File: config.mk
export PLATFORM = sky130hd
export DESIGN_NAME = hsvh_div
export DESIGN_NICKNAME = d
export VERILOG_FILES = /design/src/rtl/core/hsvh_pkg.sv /design/src/rtl/core/hsvh_div.sv
export SDC_FILE = /design/constraint.sdc
export NUM_CORES = 1
export LEC_CHECK = 0
export BUFFER_PORTS_ARGS = -buffer_cell sky130_fd_sc_hd__buf_4
export CORE_MARGIN = 1.5
export CORE_UTILIZATION = 62
export CTS_BUF_LIST = sky130_fd_sc_hd__clkbuf_16
export DETAILED_ROUTE_END_ITERATION = 10
export GPL_ROUTABILITY_DRIVEN = 0
export PLACE_DENSITY = 0.93
export SLEW_MARGIN = 10
export SYNTH_ARGS = -nofsm -noshare
export SYNTH_HDL_FRONTEND = slang
export SYNTH_SLANG_ARGS = --single-unit
export TNS_END_PERCENT = 30
File: constraint.sdc
create_clock -name clk -period 4.36 [get_ports clk]
set_clock_uncertainty 0.1 [all_clocks]
set_input_delay 0.218 -clock clk [delete_from_list [all_inputs] [get_ports clk]]
set_output_delay 0.218 -clock clk [all_outputs]
set_load 0.02 [all_outputs]
File: src/rtl/core/hsvh_pkg.sv
package hsvh_pkg;

  // Store geometry
  localparam int MAX_HUE    = 16;
  localparam int MAX_SAT    = 8;
  localparam int MAX_VAL    = 8;
  localparam int COUNT_BITS = 24;
  localparam int NUM_BINS   = MAX_HUE * MAX_SAT * MAX_VAL + MAX_VAL + 1;

  // Field widths
  localparam int HUE_W   = 5;
  localparam int SAT_W   = 4;
  localparam int VAL_W   = 4;
  localparam int BIN_W   = 11;
  localparam int CMD_W   = 2;
  localparam int SHARE_W = 17;
  localparam int FRAC_W  = 16;
  localparam int CFG_IDX_W  = 2;
  localparam int CFG_DATA_W = 5;

  // Divider: one quotient bit per step over the whole shifted dividend
  localparam int DIV_STEPS = COUNT_BITS + FRAC_W;
  localparam int STEP_W    = $clog2(DIV_STEPS);

  localparam logic [COUNT_BITS-1:0] COUNT_MAX = {COUNT_BITS{1'b1}};

  // Commands
  typedef enum logic [CMD_W-1:0] {
    CMD_ADD   = 2'd0,
    CMD_READ  = 2'd1,
    CMD_CLEAR = 2'd2,
    CMD_NOP   = 2'd3
  } cmd_t;

  // Configuration register indexes
  typedef enum logic [CFG_IDX_W-1:0] {
    REG_HUE_LEVELS = 2'd0,
    REG_SAT_LEVELS = 2'd1,
    REG_VAL_LEVELS = 2'd2,
    REG_UNUSED     = 2'd3
  } reg_idx_t;

  // Reset values of the level registers
  localparam logic [HUE_W-1:0] HUE_RESET = 5'd8;
  localparam logic [SAT_W-1:0] SAT_RESET = 4'd3;
  localparam logic [VAL_W-1:0] VAL_RESET = 4'd3;

endpackage

File: src/rtl/core/hsvh_div.sv
module hsvh_div import hsvh_pkg::*; (
  input  logic                  clk,
  input  logic                  rst,
  input  logic                  start,
  input  logic [COUNT_BITS-1:0] dividend,
  input  logic [COUNT_BITS-1:0] divisor,
  output logic                  done,
  output logic [SHARE_W-1:0]    quotient
);

  logic                  busy;
  logic [STEP_W-1:0]     step;
  logic [COUNT_BITS-1:0] dvd;
  logic [COUNT_BITS-1:0] dsr;
  logic [COUNT_BITS-1:0] rem;
  logic [COUNT_BITS:0]   trial;
  logic                  fits;

  // Restoring step: shift in the next dividend bit, subtract if it fits.
  // Low bits past the dividend are zero, which gives the 2^16 scaling.
  assign trial = {rem, dvd[COUNT_BITS-1]};
  assign fits  = trial >= {1'b0, dsr};

  always_ff @(posedge clk) begin
    if (rst) begin
      busy <= 1'b0;
      done <= 1'b0;
    end else begin
      if (start) begin
        busy <= 1'b1;
        done <= 1'b0;
      end else if (busy && step == STEP_W'(DIV_STEPS - 1)) begin
        busy <= 1'b0;
        done <= 1'b1;
      end else begin
        done <= 1'b0;
      end
    end
  end

  // Datapath; the quotient register keeps only the low bits
  always_ff @(posedge clk) begin
    if (start) begin
      dvd      <= dividend;
      dsr      <= divisor;
      rem      <= '0;
      step     <= '0;
      quotient <= '0;
    end else if (busy) begin
      dvd      <= {dvd[COUNT_BITS-2:0], 1'b0};
      rem      <= fits ? COUNT_BITS'(trial - {1'b0, dsr}) : trial[COUNT_BITS-1:0];
      quotient <= {quotient[SHARE_W-2:0], fits};
      step     <= step + 1'b1;
    end
  end

endmodule

Word level (Yosys, flattened, before mapping). Index checks and enable logic that the tools add are counted.

Add/sub/neg operators: 2. $lt $le $gt $ge: 1. Eq/ne operators: 1. Multiplexer cells: 6. Reductions and logical operators: 4.

Operator list (count): $mux 24 (3); $ge 25x24->1 (1); $sub 24x24->24 (1); $add 6x1->6 const B (1); $eq 6x6->1 const B (1); $reduce_bool 2->1 (2); $mux 1 (3); $reduce_or 2->1 (1); $logic_and 1x1->1 (1).

Flip-flop bits (word level): 97. Bits of input ports: 51. Output and inout bits: 18. Logic and storage cells: 21.

Depth between registers and ports, before layout. Gate-level depths: netlist (run 1).

Depth after elaboration: 4. Mapped depth: 12. Depth with buffers taken out: 11.

Least setup slack after synthesis (run 1). Ideal clock, no wire load.

Path type: register to register. From: register dsr[16]. To: register rem[0]. Setup time: 0.086 ns. Data arrival time: 2.244 ns. Path slack: 1.931 ns. Stages on the path, launching flop included: 11. Path buffers: 0. Cell sequence: edfxtp_1 inv_1 ha_1 a21oi_2 o211ai_1 o221a_2 nor2_1 a31oi_2 o21ai_4 mux2_2 a211oi_1.

Longest elaborated chain between the ends: 2.

Ends and longest elaborated chain: from (decl) (line hsvh_div.sv:14) `logic [COUNT_BITS-1:0] dsr;`; from (signal assigned) (line hsvh_div.sv:45) `dsr <= divisor;`; $ge 25x24->1 (line hsvh_div.sv:22) `assign fits = trial >= {1'b0, dsr};`; $mux 24 (line hsvh_div.sv:51) `rem <= fits ? COUNT_BITS'(trial - {1'b0, dsr}) : trial[COUNT_BITS-1:0];`; to (signal assigned) (line hsvh_div.sv:51); to (decl) (line hsvh_div.sv:15) `logic [COUNT_BITS-1:0] rem;`.

Every way passes these cells. A chain may end at the register's enable or synchronous reset.

Worst setup path in the final report (run 1).
From: register dsr[16]. To: register rem[19].

Longest elaborated chain between the ends: 2. Elaborated cells between the ends (all ways): 3. Those cells by class: add/sub: 1; order compare: 1; mux: 1.

Ends and longest elaborated chain (line): $sub 24x24->24 or $ge 25x24->1 (tied branches) (hsvh_div.sv:51, hsvh_div.sv:22); $mux 24 * (hsvh_div.sv:51).

Every way passes the cells marked *; elsewhere a longest branch is shown, timed or not.

==> key figures, run 1 <==
Setup path
  – Register-to-Register Setup Slack: 1110 ps
  – CP startpoint kind: flop
  – Critical Path RT: 4520 ps
  – Crit-path slowest cell: o21ai_4
  – CP startpoint: dsr[16]
  – Top delay family on crit path: compound AO/OA/AOI/OAI gates
  – Worst Setup Path Type: reg2reg
  – Critical path cell sequence: inv_1 -> ha_1 -> a21oi_2 -> o211ai_1 -> o221a_2 -> nor2_1 -> a31oi_2 -> o21ai_4 -> buf_4 -> nand2_1 -> a311oi_1
  – Crit path depth: 11
  – Worst path bufs/invs: 2
  – Worst Setup EP: rem[19]
  – R2R Path Start: dsr[16]
  – Crit path arrival time: 3400 ps
  – Worst R2R End: rem[19]
  – Cells on worst reg2reg path: 11
  – Largest stage delay, worst path: between 600 and 700 ps
  – Critical Path End Type: flop
  – Crit-path max FO: 27

STA
  – Worst-margin pin slew: 1038 ps
  – Final period util: 74.50%
  – Final hold vios: 0
  – Relative slew slack: a little under a third
  – Final setup violation count: 0
  – Max-slew violations: 0
  – RSZ-0062 raised after global routing: no
  – Setup TNS: 0 ps
  – Peak Freq: 307.9 MHz
  – Final min period: 3248 ps

Power
  – Peak supply drop: 0.0002905 V
  – Tot Pwr: 2233 uW
  – Pleak: 0.002621 uW
  – Pwr dens: 367.3 nW/um^2

Worst hold path
  – Hold Path Class: in2reg

CTS
  – TritonCTS buffer count: 9
  – CTS tree: done
  – Setup Buffers After CTS: 0
  – Clock Tree Buf Depth: 2
  – CTS root buf: clkbuf_16
  – H-tree lvl count: 3
  – Sink Count: 97
  – Clk_lat worst skew: 360 ps
  – Reg clk slew, reported paths: 70 ps

Floorplan
  – IO Count: 69
  – Die Footprint: 8520 um^2
  – Die height: 92.31 um
  – Initial Util: 63.99%
  – Die Wd: 92.31 um
  – Row cnt: 32
  – Area of the core: 7727 um^2

Cells and area
  – Nets: 626
  – Syn-to-layout area delta: 22.95%
  – Number of diodes: 0
  – Share of cells above drive strength 1: 21.84%
  – # fillers: 456

GRT
  – First-pass GRT wire length: 18780 um
  – Gr usage total: 28.44%
  – Largest net degree at the start of global routing: 61
  – Grt ovf: 0
  – Initial antenna violation count: 0
  – Vias in the first global route: 4000

Synthesis
  – Sequential element share of the synthesized area: 48.99%
  – Syn_nets: ~540
  – Mapped cell area: between 4000 and 5000 um^2
  – Gate Count Post-Synth: 461
  – Unique masters post-synth: 53
  – Synthesized area per cell: roughly 11 um^2
  – Synthesis Warnings: 0
  – Synth Register Bits: 97

Drt
  – Drc violations: 0
  – Initial DRC Count: 273
  – Vias: 3918
  – Vias per inst: 5.973
  – Routed WL: 11560 um
  – Drt pass-1 iters: 5
  – Post-route ant nets: 0
  – DR WL/cell: 17.63 um

Placed design
  – I/O Buffers: 68
  – Post-DP HPWL: 7501 um

Run status
  – Outcome: complete, no violations

Job
  – MaxCap Viol Count: 0
[flip-flops by register name, indices dropped and copies added (netlist names)]
register,cells
rem,24
done,1
step,6
dvd,24
quotient,17
dsr,24
busy,1
[cell usage in the layout (no fill, tap or decap), drive strengths merged, types with 15 or more instances in the layout]
cell / Yosys / routed
a211oi: 17 / 17
a21oi: 22 / 22
buf: 8 / 71
dfxtp: 49 / 49
dlygate4sd3: 0 / 25
edfxtp: 48 / 48
ha: 25 / 25
inv: 30 / 33
mux2: 24 / 24
mux2i: 29 / 29
nand2: 16 / 16
nor2: 53 / 53
o21ai: 15 / 15
[cell usage after synthesis (all sizes together)]
library cell / number / area share (%)
a2111oi: 1 / 0.18
a211o: 4 / 0.71
a211oi: 17 / 2.7
a21boi: 2 / 0.30
a21o: 7 / 1.1
a21oi: 22 / 2.4
a311oi: 2 / 0.35
a31o: 1 / 0.18
a31oi: 5 / 0.76
a32oi: 6 / 1.1
and2: 2 / 0.25
and3: 4 / 0.51
buf: 8 / 0.86
clkbuf: 11 / 0.84
dfxtp: 49 / 20
edfxtp: 48 / 29
fa: 1 / 0.40
ha: 25 / 6.3
inv: 30 / 2.3
mux2: 24 / 5.5
mux2i: 29 / 5.9
nand2: 16 / 1.2
nand2b: 4 / 0.51
nand3: 10 / 1.0
nand4: 8 / 1.0
nor2: 53 / 4.0
nor2b: 5 / 0.63
nor3: 6 / 0.61
nor3b: 2 / 0.40
nor4: 1 / 0.13
nor4b: 1 / 0.18
o211ai: 2 / 0.30
o21a: 2 / 0.30
o21ai: 15 / 1.8
o221a: 1 / 0.23
o311ai: 2 / 0.35
o31a: 1 / 0.18
o31ai: 8 / 1.2
or2: 1 / 0.13
or3: 2 / 0.25
or4: 1 / 0.15
xnor2: 8 / 1.4
xor2: 14 / 2.5
[through the flow]
step | instances | instance area [um^2] | utilization [%] | hold WS (ps) | setup slack (ps)
after global placement | 615 | 5523 | 71.47 | 281.5 | 1378
after CTS | 656 | 6080 | 78.68 | 61.22 | 1142
after detailed placement | 615 | 5523 | 71.47 | 283.4 | 1165
after global routing | 656 | 6080 | 78.68 | 54.95 | 903.0
after floorplan | 461 | 4945 | - | 190.4 | 1931
final | 656 | 6080 | 78.68 | 55.90 | 1112
[layer usage]
layer	up-vias	wire, um	GRT usage [%]
met5	-	0	0
met4	0	391	12.95
met3	41	835	8.703
met2	152	5704	49.39
met1	1861	4632	31.85
li1	1864	-	-
[layout make-up]
| cell class | count | area (um^2) | area share [%] |
|---|---|---|---|
| Tap cell | 102 | 127.6 | 2.099 |
| Inverter | 30 | 112.6 | 1.852 |
| Multi-Input combinational cell | 315 | 2326 | 38.26 |
| Timing Repair Buffer | 96 | 783.3 | 12.88 |
| Clock buffer | 10 | 250.2 | 4.116 |
| Sequential cell | 97 | 2424 | 39.86 |
| Clock inverter | 6 | 56.30 | 0.9261 |
[worst min path at each step]
stage | from | end | cells after the start
after floorplan | rst | busy | 1
after global placement | rst | busy | 2
after detailed placement | rst | busy | 2
after CTS | dividend[0] | dvd[0] | 2
after global routing | dividend[13] | dvd[13] | 2
final | dividend[0] | dvd[0] | 2
[report_power, final]
part           switching [uW]  total (uW)  leakage [uW]  internal [uW]
sequential               33.6        1060      0.000876           1020
combinational             196         366       0.00160            170
clock                     378         812      0.000148            434
total                     607        2230       0.00262           1630
[timing repair]
item,4_1_cts,5_1_grt
hold endpoints to repair,26,0
hold buffers,25,0
setup endpoints to repair,0,0
resized for setup,0,0
[cells by family (layout without fill, tap and decap cells)]
kind of cell	Yosys count	after routing	synth area share, %
buffers and inverters	49	142	3.973
multiplexers	53	53	11.34
AND/OR/NAND/NOR	116	116	11.01
adder cells (fa/ha/maj)	26	26	6.731
XOR/XNOR	22	22	3.897
AO/OA/AOI/OAI	98	98	14.07
flip-flops	97	97	48.99
Note: power is estimated with default switching activity, not from simulation.
==> run 2, diff against run 1 <==
--- a/config.mk
+++ b/config.mk
@@ -7,11 +7,11 @@
 export LEC_CHECK = 0
 export BUFFER_PORTS_ARGS = -buffer_cell sky130_fd_sc_hd__buf_4
 export CORE_MARGIN = 1.5
-export CORE_UTILIZATION = 62
+export CORE_UTILIZATION = 58
 export CTS_BUF_LIST = sky130_fd_sc_hd__clkbuf_16
 export DETAILED_ROUTE_END_ITERATION = 10
 export GPL_ROUTABILITY_DRIVEN = 0
-export PLACE_DENSITY = 0.93
+export PLACE_DENSITY = 0.88
 export SLEW_MARGIN = 10
 export SYNTH_ARGS = -nofsm -noshare
 export SYNTH_HDL_FRONTEND = slang
==> constraint.sdc (replaced) <==
create_clock -name clk -period 3.14 [get_ports clk]
set_clock_uncertainty 0.1 [all_clocks]
set_input_delay 0.157 -clock clk [delete_from_list [all_inputs] [get_ports clk]]
set_output_delay 0.157 -clock clk [all_outputs]
set_load 0.02 [all_outputs]
==> run 2 against run 1 <==
  * Total power up 35%
  * Combinational power up 38%
  * Final area up 0.21%
  * Critical path type unchanged
  * Highest routed layer unchanged
==> key figures, run 2 (synthesis results as in run 1) <==
Cells and area
  – Number of diodes: 0
  – Area of the multi-input gates: ~2300 um^2
  – Nets: 630
  – Top Registers: dsr (24), dvd (24), rem (24)
  – Share of cells above drive strength 1: roughly 22%
  – Commonest non-fill, non-tap cells in the layout: buf_4, nor2_1, dfxtp_1, edfxtp_1, inv_1
  – Syn-to-layout area delta: 23.20%
  – FF/Latch Area: about 2400 um^2
  – Commonest non-fill, non-tap cell in the layout: buf_4
  – # fillers: 568

Setup path
  – Critical Path End Type: flop
  – Critical Path RT: 3220 ps
  – CP startpoint kind: flop
  – Crit-path max FO: 13
  – Critical path cell sequence: inv_1 -> ha_1 -> a21oi_1 -> nor3b_2 -> a211oi_2 -> o21ai_2 -> a31oi_2 -> o21ai_4 -> buf_4 -> mux2i_1 -> a211oi_1
  – Worst Setup Path Type: reg2reg
  – Crit-path slowest cell: o21ai_4
  – Largest stage delay, worst path: around 400 ps
  – Crit path arrival time: around 3000 ps

STA
  – Final min period: 2871 ps
  – Final hold vios: 0
  – Final setup violation count: 0
  – Peak Freq: about 350 MHz
  – Setup slack after layout: 268.7 ps
  – Final period util: 91.44%
  – Worst-margin pin slew: 960.0 ps
  – Setup TNS: 0 ps
  – Relative slew slack: 36.00%
  – Max-slew violations: 0
  – RSZ-0062 raised after global routing: no

CTS
  – Post-CTS sizing: 0
  – Clock Tree Buf Depth: 2
  – Setup Buffers After CTS: 0
  – Reg clk slew, reported paths: 70 ps
  – CTS root buf: clkbuf_16
  – CTS tree: done
  – H-tree lvl count: 3
  – Clk_lat worst skew: 340 ps
  – Sink Count: between 90 and 100
  – TritonCTS buffer count: 9

Drt
  – DR WL/cell: ~16 um
  – Post-route ant nets: 0
  – Drt pass-1 iters: 6
  – Vias per inst: 5.680
  – Initial DRC Count: 283
  – Routed WL: 10690 um
  – Vias: around 3800
  – Drc violations: 0

Floorplan
  – Row cnt: 33
  – Die height: 95.34 um
  – IO Count: between 60 and 70
  – Area of the core: 8217 um^2
  – Die Wd: 95.34 um
  – Initial Util: 60.18%
  – Die Footprint: between 9000 and 10000 um^2

Power
  – Peak supply drop: 0.0003325 V
  – Sequential power share: about half
  – Switch Pwr: 814.8 uW
  – Gate power share: 16.8%
  – Clk pwr share: 35.0%
  – Pleak: between 0.002 and 0.003 uW
  – Internal power: 2207 uW
  – Pwr dens: about 500 nW/um^2
  – Sw frac: 26.96%

Run status
  – Outcome: complete, no violations

Placed design
  – I/O Buffers: 68
  – Post-DP HPWL: 7385 um
  – Pre-CTS WS: 356.2 ps

GRT
  – Largest net degree at the start of global routing: 88
  – Gr usage total: 25.07%
  – Initial antenna violation count: 0
  – Vias in the first global route: 3876
  – First-pass GRT wire length: 17500 um
  – Grt ovf: 0

Worst hold path
  – Hold Path Class: in2reg

Job
  – MaxCap Viol Count: 0
==> run 2: changes by cell type in the layout (fill, tap and decap cells not counted) <==
cell,before,now
buf_4,71,74
clkinv_1,0,1
clkinv_4,2,0
inv_6,1,4
inv_8,2,1
clkbuf_16,10,9
dlygate4sd3_1,25,26
==> run 2: path summary, 6_finish.rpt <==
check               from      to  slack (ps)  cells after the start
min reg2reg      step[5]    done         380                      2
max reg2reg       dsr[4]  rem[7]         270                     11
max               dsr[4]  rem[7]         270                     11
min          dividend[1]  dvd[1]          10                      2
==> run 2: critical path: cells and delay by family, from the launching register on <==
kind / cells / cell delay (ps)
fa+ha+maj: 1 / 350
simple gates: 1 / 260
compound gates: 6 / 1160
flops: 1 / 320
mux: 1 / 220
buf+inv: 2 / 310
==> run 2: metrics by stage <==
| stage | hold slack (ps) | total power [uW] | instance area, um^2 | cells | util, % |
|---|---|---|---|---|---|
| final | 12.35 | 3022 | 6092 | 663 | 74.14 |
| after global routing | 1.513 | 3148 | 6092 | 663 | 74.14 |
| after CTS | 6.854 | 3035 | 6092 | 663 | 74.14 |
| after detailed placement | 226.0 | 1958 | 5549 | 621 | 67.53 |
| after global placement | 224.1 | 1934 | 5549 | 621 | 67.53 |
| after floorplan | 129.4 | 1814 | 4945 | 461 | - |
==> run 2: power groups by stage <==
stage | sequential [uW] | combinational, uW | clock [uW]
finish | 1460 | 506 | 1060
CTS | 1460 | 504 | 1070
detailed placement | 1490 | 471 | 0
global placement | 1480 | 453 | 0
floorplan | 1470 | 343 | 0
global route | 1470 | 557 | 1130
==> run 2: what timing repair did <==
action | 4_1_cts | 5_1_grt
endpoints found under the hold margin | 27 | 0
endpoints found under the setup margin | 0 | 0
hold buffers | 26 | 0
==> run 2: final cells by class <==
cell class / instances / area share (%)
inverters: 30 / 1.848
multi-input cells: 315 / 38.18
clock inverters: 7 / 0.9448
repair buffers: 100 / 13.39
clock buffers: 9 / 3.697
well taps: 105 / 2.157
flip-flops and latches: 97 / 39.78
==> run 2: layer usage <==
metal / wire [um] / track usage [%] / vias to the layer above
met3: 601 / 6.300 / 19
met5: 0 / 0 / -
met1: 4488 / 28.36 / 1764
met4: 218 / 10.45 / 0
met2: 5376 / 44.62 / 101
li1: - / - / 1882
==> run 3, diff against run 2 <==
--- a/config.mk
+++ b/config.mk
@@ -11,7 +11,7 @@
 export CTS_BUF_LIST = sky130_fd_sc_hd__clkbuf_16
 export DETAILED_ROUTE_END_ITERATION = 10
 export GPL_ROUTABILITY_DRIVEN = 0
-export PLACE_DENSITY = 0.88
+export PLACE_DENSITY = 0.8
 export SLEW_MARGIN = 10
 export SYNTH_ARGS = -nofsm -noshare
 export SYNTH_HDL_FRONTEND = slang
==> run 3 against run 2 <==
  * Die area did not move
  * First-iteration DRC count fell by 35%
  * Combinational power rose by 1%
  * Total power rose by 0.39%
  * Critical path depth did not move
  * Core utilization rose by 0.35 points
  * Register-to-register slack barely moved
  * Largest cell class unchanged
==> key figures, run 3 (synthesis results as in run 1) <==
Run status
  – Outcome: complete, no violations

STA
  – Max-slew violations: 0
  – Final hold vios: 0
  – RSZ-0062 raised after global routing: no
  – Setup TNS: 0 ps
  – Relative slew slack: about 40%
  – Final period util: 91.59%
  – Worst-margin pin slew: roughly 900 ps
  – Peak Freq: 347.7 MHz
  – Final min period: 2876 ps
  – Final setup violation count: 0

GRT
  – Routing usage on met2: 43.03%
  – Global Route met1 Usage: 28.62%
  – Gr usage total: around 24%
  – Largest net degree at the start of global routing: 88
  – Initial antenna violation count: 0
  – Vias in the first global route: roughly 3800
  – Grt peak-use layer: met2
  – Grt ovf: 0
  – Met3 usage: ~5.5%
  – First-pass GRT wire length: 17130 um

Power
  – Pwr dens: 495.7 nW/um^2
  – Peak supply drop: 0.0003297 V
  – Pleak: 0.002644 uW

Cells and area
  – Number of diodes: 0
  – Share of cells above drive strength 1: 22.00%
  – Area of the multi-input gates: 2326 um^2
  – Top Registers: dsr (24), dvd (24), rem (24)
  – Syn-to-layout area delta: 23.79%
  – # fillers: 582
  – Nets: 631
  – Commonest non-fill, non-tap cell in the layout: buf_4
  – Final instance area: about 6000 um^2
  – FF/Latch Area: 2424 um^2
  – Commonest non-fill, non-tap cells in the layout: buf_4, nor2_1, dfxtp_1, edfxtp_1, inv_1

Floorplan
  – Die Wd: 95.34 um
  – Die height: between 90 and 100 um
  – IO Count: 69
  – Die Footprint: ~9100 um^2
  – Row cnt: 33
  – Area of the core: 8217 um^2
  – Initial Util: about 60%

CTS
  – Post-CTS sizing: 0
  – Reg clk slew, reported paths: 80 ps
  – Clock Tree Buf Depth: 2
  – H-tree lvl count: 3
  – # hold bufs at CTS: 27
  – CTS tree: done
  – Clk_lat worst skew: 350 ps
  – TritonCTS buffer count: 9
  – Setup Buffers After CTS: 0
  – CTS root buf: clkbuf_16
  – Sink Count: 97

Drt
  – Drc violations: 0
  – Vias: 3769
  – DR WL/cell: 15.57 um
  – Drt pass-1 iters: 5
  – Vias per inst: 5.676
  – Initial DRC Count: 185
  – Routed WL: 10340 um
  – Post-route ant nets: 0

Setup path
  – Cells on worst reg2reg path: 11
  – Largest stage delay, worst path: 380 ps
  – Crit-path max FO: 11
  – Critical path cell sequence: inv_1 -> ha_1 -> a21oi_1 -> o211ai_1 -> o221a_2 -> nor2_1 -> a31oi_2 -> o21ai_4 -> buf_4 -> mux2i_1 -> a211oi_1
  – R2R Path Start: dsr[14]
  – Worst Setup Path Type: reg2reg
  – CP startpoint kind: flop
  – Worst Setup EP: rem[17]
  – Register-to-Register Setup Slack: 260 ps
  – Worst R2R End: rem[17]
  – Critical Path RT: between 3000 and 4000 ps
  – Critical Path End Type: flop
  – CP startpoint: dsr[14]
  – Crit-path slowest cell: ha_1
  – Crit path arrival time: just under 3000 ps

Placed design
  – I/O Buffers: 68
  – Post-DP HPWL: just under 7000 um
  – Placed Area: 5562 um^2

Job
  – MaxCap Viol Count: 0

Worst hold path
  – Hold Path Class: in2reg
## run 3: changes by cell type in the layout (fill, tap and decap cells not counted)
cell	delta
buf_12	+1
buf_4	-1
clkinv_1	-1
clkinv_4	+1
clkinv_8	+1
clkinvlp_4	-1
dlygate4sd3_1	+1
inv_1	+1
inv_8	-1
## run 3: cell type report
type	instances	share of cell area, %
sequential	97	39.60
multi-input combinational	315	38.00
timing repair buffer	101	13.70
clock buffer	9	3.679
tap	105	2.146
inverter	30	1.840
clock inverter	7	1.043
## run 3: report_power, final
group,switching [uW],internal [uW]
Combinational,271,240
Clock,515,554
Sequential,35.6,1420
## run 3: metal layers
layer,part of all wire [%],wire (um)
met4,1.6,161
met2,50,5159
met1,44,4512
met3,4.9,504
met5,0,0
## run 3: worst min path at each step
stage	startpoint	cells past startpoint	slack, ps	to
3_3_place_gp	rst	2	220	busy
5_1_grt	dividend[19]	2	2	dvd[19]
2_1_floorplan	rst	1	130	busy
6_report	dividend[17]	2	3	dvd[17]
3_5_place_dp	rst	2	220	busy
4_1_cts	dividend[19]	2	1	dvd[19]
## run 3: worst max-delay path, delay by kind of cell, from the launching register on
family,cells,cell delay [ps]
DFF,1,330
muxes,1,220
buffers and inverters,2,320
and+or+nand+nor,1,110
adders and majority gates,1,380
AOI/OAI and AO/OA,6,1250
## run 3: through the flow
| stage | hold slack (ps) | power, uW | instances | utilization (%) | setup slack [ps] |
|---|---|---|---|---|---|
| global route | 1.738 | 3156 | 664 | 74.49 | 84.12 |
| finish | 3.346 | 3034 | 664 | 74.49 | 264.1 |
| detailed placement | 220.5 | 1954 | 621 | 67.69 | 279.7 |
| floorplan | 129.4 | 1814 | 461 | - | 710.6 |
| global placement | 222.7 | 1939 | 621 | 67.69 | 380.4 |
| CTS | 1.425 | 3047 | 664 | 74.49 | 268.9 |
